<file path="src/rtl/pid_controller_with_plant_defines.svh">
// ----------------------------------------------------------------------------
// PID controller assertion macros
// Shared concurrent assertion forms, clocked on clk.
// ----------------------------------------------------------------------------
`ifndef PID_CONTROLLER_WITH_PLANT_DEFINES_SVH
`define PID_CONTROLLER_WITH_PLANT_DEFINES_SVH

// Check outside reset.
`define PCP_ASSERT(lbl, prop, msg) \
  lbl: assert property (@(posedge clk) disable iff (rst) (prop)) else $error(msg);

// Check at every edge, reset included.
`define PCP_ASSERT_ALWAYS(lbl, prop, msg) \
  lbl: assert property (@(posedge clk) (prop)) else $error(msg);

`endif

</file>
<file path="src/rtl/pcp_pkg.sv">
// ----------------------------------------------------------------------------
// PID controller package
// Payload and configuration types, codes and reset values.
// ----------------------------------------------------------------------------
`default_nettype none

package pcp_pkg;

  // Tick kinds; the unused code acts as a hold.
  localparam logic [1:0] KIND_TICK    = 2'd0;
  localparam logic [1:0] KIND_HOLD    = 2'd1;
  localparam logic [1:0] KIND_RESTART = 2'd2;

  // Configuration register indexes.
  localparam logic [2:0] CFG_KP        = 3'd0;
  localparam logic [2:0] CFG_KI        = 3'd1;
  localparam logic [2:0] CFG_KD        = 3'd2;
  localparam logic [2:0] CFG_TOLERANCE = 3'd3;
  localparam logic [2:0] CFG_INIT      = 3'd4;

  localparam logic signed [23:0] KP_RESET   = 24'sd65536;
  localparam logic [30:0]        TOL_RESET  = 31'd328;
  localparam logic signed [31:0] INIT_RESET = 32'sd65536;

  typedef struct packed {
    logic [1:0]         kind;
    logic signed [31:0] reference;
  } pcp_item_t;

  typedef struct packed {
    logic signed [31:0] plant_out;
    logic signed [31:0] error_out;
    logic signed [31:0] command_out;
    logic               settled;
  } pcp_result_t;

  typedef struct packed {
    logic signed [23:0] kp;
    logic signed [23:0] ki_times_period;
    logic signed [23:0] kd_over_period;
    logic [30:0]        tolerance;
    logic signed [31:0] initial_state;
  } pcp_cfg_t;

  typedef struct packed {
    logic signed [31:0] plant_value;
    logic signed [31:0] next_plant;
    logic               update_pending;
    logic signed [47:0] error_sum;
    logic signed [31:0] error_prev;
  } pcp_state_t;

endpackage

`default_nettype wire

</file>
<file path="src/rtl/pcp_cfg.sv">
// ----------------------------------------------------------------------------
// PID controller configuration registers
// Decodes register writes into the gain, tolerance and initial-value set.
// ----------------------------------------------------------------------------
`default_nettype none

module pcp_cfg (
  input  logic             clk,
  input  logic             rst,
  input  logic             wr_en,
  input  logic [2:0]       wr_index,
  input  logic [31:0]      wr_data,
  output pcp_pkg::pcp_cfg_t cfg
);
  import pcp_pkg::*;

  pcp_cfg_t cfg_next;

  always_comb begin
    cfg_next = cfg;
    if (wr_en) begin
      unique case (wr_index)
        CFG_KP:        cfg_next.kp              = wr_data[23:0];
        CFG_KI:        cfg_next.ki_times_period = wr_data[23:0];
        CFG_KD:        cfg_next.kd_over_period  = wr_data[23:0];
        CFG_TOLERANCE: cfg_next.tolerance       = wr_data[30:0];
        CFG_INIT:      cfg_next.initial_state   = wr_data;
        default:       cfg_next = cfg;
      endcase
    end
  end

  always_ff @(posedge clk) begin
    if (rst) begin
      cfg.kp              <= KP_RESET;
      cfg.ki_times_period <= '0;
      cfg.kd_over_period  <= '0;
      cfg.tolerance       <= TOL_RESET;
      cfg.initial_state   <= INIT_RESET;
    end else begin
      cfg <= cfg_next;
    end
  end

endmodule

`default_nettype wire

</file>
<file path="config.mk">
export PLATFORM = sky130hd
export DESIGN_NAME = pcp_cfg
export DESIGN_NICKNAME = d
export VERILOG_FILES = /design/src/rtl/pid_controller_with_plant_defines.svh /design/src/rtl/pcp_pkg.sv /design/src/rtl/pcp_cfg.sv
export SDC_FILE = /design/constraint.sdc
export NUM_CORES = 1
export LEC_CHECK = 0
export ABC_AREA = 1
export BUFFER_PORTS_ARGS = -buffer_cell sky130_fd_sc_hd__buf_2
export CORE_ASPECT_RATIO = 0.5
export CORE_UTILIZATION = 32
export CTS_CLUSTER_DIAMETER = 80
export DETAILED_ROUTE_END_ITERATION = 10
export GPL_TIMING_DRIVEN = 0
export PLACE_DENSITY = 0.54
export SKIP_LAST_GASP = 1
export SYNTH_ARGS = -nofsm -noshare
export SYNTH_HDL_FRONTEND = slang
export SYNTH_SLANG_ARGS = --single-unit
</file>
<file path="constraint.sdc">
create_clock -name clk -period 2.87 [get_ports clk]
set_clock_uncertainty 0.2 [all_clocks]
set_input_delay 0.861 -clock clk [delete_from_list [all_inputs] [get_ports clk]]
set_output_delay 0.861 -clock clk [all_outputs]
set_load 0.02 [all_outputs]
</file>
==> Word-level counts from Yosys, hierarchy flattened <==
Cells that the tools add are included.
{ "op_classes": {"add_sub_neg": 0, "mul": 0, "div_mod_pow": 0, "magnitude_cmp": 0, "n_eq_ne": 4, "shift": 0, "mux": 0, "n_bitwise": 0, "n_reduce_logical": 6} }
{ "ops": {"columns": ["cell", "count"], "rows": [
  ["$reduce_and A2 Y1", 5],
  ["$eq A3 B2 Y1 const B", 2],
  ["$eq A3 B1 Y1 const B", 1],
  ["$eq A3 B3 Y1 const B", 1],
  ["$logic_not A3 Y1", 1]
]} }
{ "totals": {"register_bits": 135, "latchBits": 0, "ram_bits": 0, "rom_bits": 0, "in_bits": 38, "output_inout_bits": 135, "word_cells": 15, "n_memories": 0} }

==> Logic depth before layout (Yosys ltp) <==
{ "logic_depth": {"ltp_word": 2, "mapped_depth": 7, "depth_no_buf": 5} }

==> Worst setup path before layout <==
Ideal clock, no wire load.
{ "synth_timing": {"path_type": "input -> register", "from": "input port wr_en", "to": "register cfg[110] (netlist name)", "setup_ns": 0.113, "t_arrival_ns": 1.491, "required_ns": 2.557, "setup_slack_ns": 1.066, "stages": 7, "n_path_buf": 2, "path_cell_list": "inv_1 > nor2_1 > buf_2 > buf_2 > nand3_1 > nand2_1 > nor2_1"} }
{ "synth_between": {"elab_chain_len": 1} }
{ "synth_rtl": {"columns": ["item", "line", "source"], "rows": [
  ["from (decl)", "pcp_cfg.sv:10", "input logic wr_en,"],
  ["$reduce_and A2 Y1 (no line)", null, null],
  ["to (signal assigned)", "pcp_cfg.sv:41", "cfg <= cfg_next;"],
  ["to (decl)", "pcp_cfg.sv:13", "output pcp_pkg::pcp_cfg_t cfg"]
]} }
Every way passes these cells.
A chain may end at the register's enable or synchronous reset.

==> Worst setup path after layout <==
{ "layout_timing": {"from": "register cfg[87] (netlist name)", "to": "output port cfg[87] (netlist name)"} }
No word-level cell between the ends.

==> flow_summary.ini <==
[outcome]
status = finished, final reports clean

[cells_and_area]
summed_area_of_non_filler_cells_in_the_final_layout_mm2 = 0.007198
most-common-layout-cells = sky130_fd_sc_hd__nor2_1, sky130_fd_sc_hd__buf_2, sky130_fd_sc_hd__nand2_1
fillerInstances = 1824
syn_to_final_growth_pct = 31.20
max_flop_register = cfg
largest_reg_flops = 135
layout-drive-gt1-share = 0.2633
multi_input_gate_area_in_the_final_layout_mm2 = 0.002300
finalNetCount = 1006
register_area_mm2 = 0.002703
most_common_cell_after_layout_fill_and_taps_aside = sky130_fd_sc_hd__nor2_1
layout_top_registers = cfg x135

[critical_path]
setup.worst_path.start = cfg[87]$_SDFFE_PP0P_
critical_path.slowest_cell = sky130_fd_sc_hd__dfxtp_1
worst_path_dominant_cell_family = flip-flops
path_buf_inv = 1
arrival_ns = 0.96
critPathMaxFanout = 2
worst_path_largest_cell_delay_ns = 0.36
setup_cp_type = reg -> out
cp_num_cells = 1
rr_worst_depth = 2
critPathLaunchType = flop
endpoint_kind = output port
timing.critical_path.to = cfg[87]
required_time_at_the_endpoint_of_the_critical_path_ns = 1.81
regToRegEndpoint = cfg[16]$_SDFFE_PP1P_
path_cells = buf_2
r2r-start = cfg[16]$_SDFFE_PP1P_
worst_setup_slack_for_register_to_register_paths_ns = 2.08

[placement]
post_dp_cell_area_mm2 = 0.006631
gp_routability_congestion = 0.8010
placement.io_buffers = 172
detailedPlace.worstSlack_ns = 0.5590
detailed_place_hpwl_um = 13300

[yosys]
synth_nets = 815
synth_sequential_area_ratio = 0.4926
post_synth_inst_count = 777
syn-cell-area_mm2 = 0.005487
postSynthRegisterBits = 135
synth_area_per_cell_um2 = 7.061
yosys.cell_types.count = 16
synth-warning-count = 0

[sta]
max_slew_margin = 0.6575
max_freq_mhz = 495.3
final.min_clock_period_ns = 2.019
hold_slack_ns = 0.2523
drv_slew = 0
postLayoutSetupSlackWorst_ns = 0.8512
final_min_period_over_clock_period = 0.7034
totalNegativeSetupSlack_ns = 0
final_hold_viol_count = 0
setup-violations-final = 0
rsz0062_at_grt = no
max_slew.worst_pin.slew_ns = 0.5137

[grt]
grt_use_total = 0.2033
number_of_global_route_vias_before_repair = 5108
grt_start_max_net_pins = 17
grt_overflow = 0
grt_pass1_wl_um = 27210
grt_antenna_before_repair = 1

[clock_network]
cts.hold.buffers_added = 0
path_clk_slew_ns = 0.07
cts_tree = done
cts_sinks = 135
cts_made_buffers = 17
clock_latency_ns = 0.42
ctsLongestPathBuffers = 2
clock_root_buffer = sky130_fd_sc_hd__clkbuf_16
cts_repair_resize_count = 0
htree_num_levels = 4
post_cts.repair.setup_buffers = 0

[die]
initial_core_util = 0.3314
coreArea_mm2 = 0.01656
die_w_um = 187.2
fp-row-count = 33
die_h_um = 94.59
io_pins = 173
die_area_mm2 = 0.01770

[drt]
firstDrtPassIters = 5
vias = 5484
drt_iter0_markers = 305
post_route_drc_violation_count = 0
post_drt_wl_per_cell_um = 14.66
route.final.wire_length_um = 17700
avg_vias_per_cell = 4.540
postRouteAntennaNets = 0

[power]
power_leakage_nw = 3.605
p_per_area_mw_per_mm2 = 642.7
max-vdd-ir-drop_mv = 0.4101

[flow_run]
max_cap_viol_count = 0

[min_path]
hp-class = reg -> reg
hold_path.startpoint = cfg[40]$_SDFFE_PP1P_
hold_depth = 2
==> power breakdown <==
| group | switching [mW] | total, mW | internal (mW) |
|---|---|---|---|
| sequential | 0.0329 | 1.97 | 1.94 |
| combinational | 0.363 | 0.532 | 0.170 |
| clock | 0.849 | 2.12 | 1.27 |
| total | 1.24 | 4.63 | 3.38 |
==> worst min-delay path, cell delays in order (launching register included) <==
cell and delay [ns]:
sky130_fd_sc_hd__dfxtp_1 0.32, sky130_fd_sc_hd__nand2_1 0.05, sky130_fd_sc_hd__nand3_1 0.05
==> cell families after synthesis <==
family	synth area share
buffers and inverters	0.08825
and+or+nand+nor	0.4182
DFF	0.4926
AOI/OAI and AO/OA	0.0009113
==> worst min path at each step <==
stage / end
2_1_floorplan: cfg[35]$_SDFFE_PP1P_
3_3_place_gp: cfg[38]$_SDFFE_PP1P_
3_5_place_dp: cfg[40]$_SDFFE_PP1P_
4_1_cts: cfg[40]$_SDFFE_PP1P_
5_1_grt: cfg[131]$_SDFFE_PP0P_
6_report: cfg[40]$_SDFFE_PP1P_
==> area by class of cell <==
type / instances / share of cell area
antenna: 1 / 0.0003476
clock inverter: 12 / 0.01825
inverter: 38 / 0.01982
timing repair buffer: 172 / 0.1196
clock buffer: 19 / 0.06014
tap: 227 / 0.03946
buffer: 52 / 0.04745
multi-input combinational: 552 / 0.3195
sequential: 135 / 0.3755
==> through the flow <==
| step | std cells | util | power (mW) |
|---|---|---|---|
| 2_1_floorplan | 777 | - | 2.354 |
| 3_3_place_gp | 1176 | 0.4005 | 2.543 |
| 3_5_place_dp | 1176 | 0.4005 | 2.548 |
| 4_1_cts | 1207 | 0.4346 | 4.669 |
| 5_1_grt | 1207 | 0.4346 | 4.800 |
| 6_report | 1208 | 0.4347 | 4.626 |
==> routing by layer <==
| layer | routed length [um] | GRT usage |
|---|---|---|
| met4 | 218 | 0.06762 |
| met1 | 8719 | 0.2743 |
| met3 | 1136 | 0.04682 |
| met2 | 7629 | 0.3213 |
| met5 | 0 | 0 |
==> cells in the mapped netlist <==
cell	instances	area, um2
sky130_fd_sc_hd__dfxtp_1	135	2703
sky130_fd_sc_hd__o21ai_0	1	5.000
sky130_fd_sc_hd__nand3b_1	1	7.510
sky130_fd_sc_hd__clkbuf_1	6	22.52
sky130_fd_sc_hd__inv_2	4	15.01
sky130_fd_sc_hd__nand3_1	134	670.6
sky130_fd_sc_hd__inv_1	34	127.6
sky130_fd_sc_hd__nor2_2	2	12.51
sky130_fd_sc_hd__nor2_1	261	979.7
sky130_fd_sc_hd__buf_2	24	120.1
sky130_fd_sc_hd__buf_6	12	135.1
sky130_fd_sc_hd__nand2_2	2	12.51
sky130_fd_sc_hd__buf_1	3	11.26
sky130_fd_sc_hd__buf_4	7	52.55
sky130_fd_sc_hd__nor2_4	6	67.56
sky130_fd_sc_hd__nand2_1	145	544.3
Power figures use the tool's default switching activity.
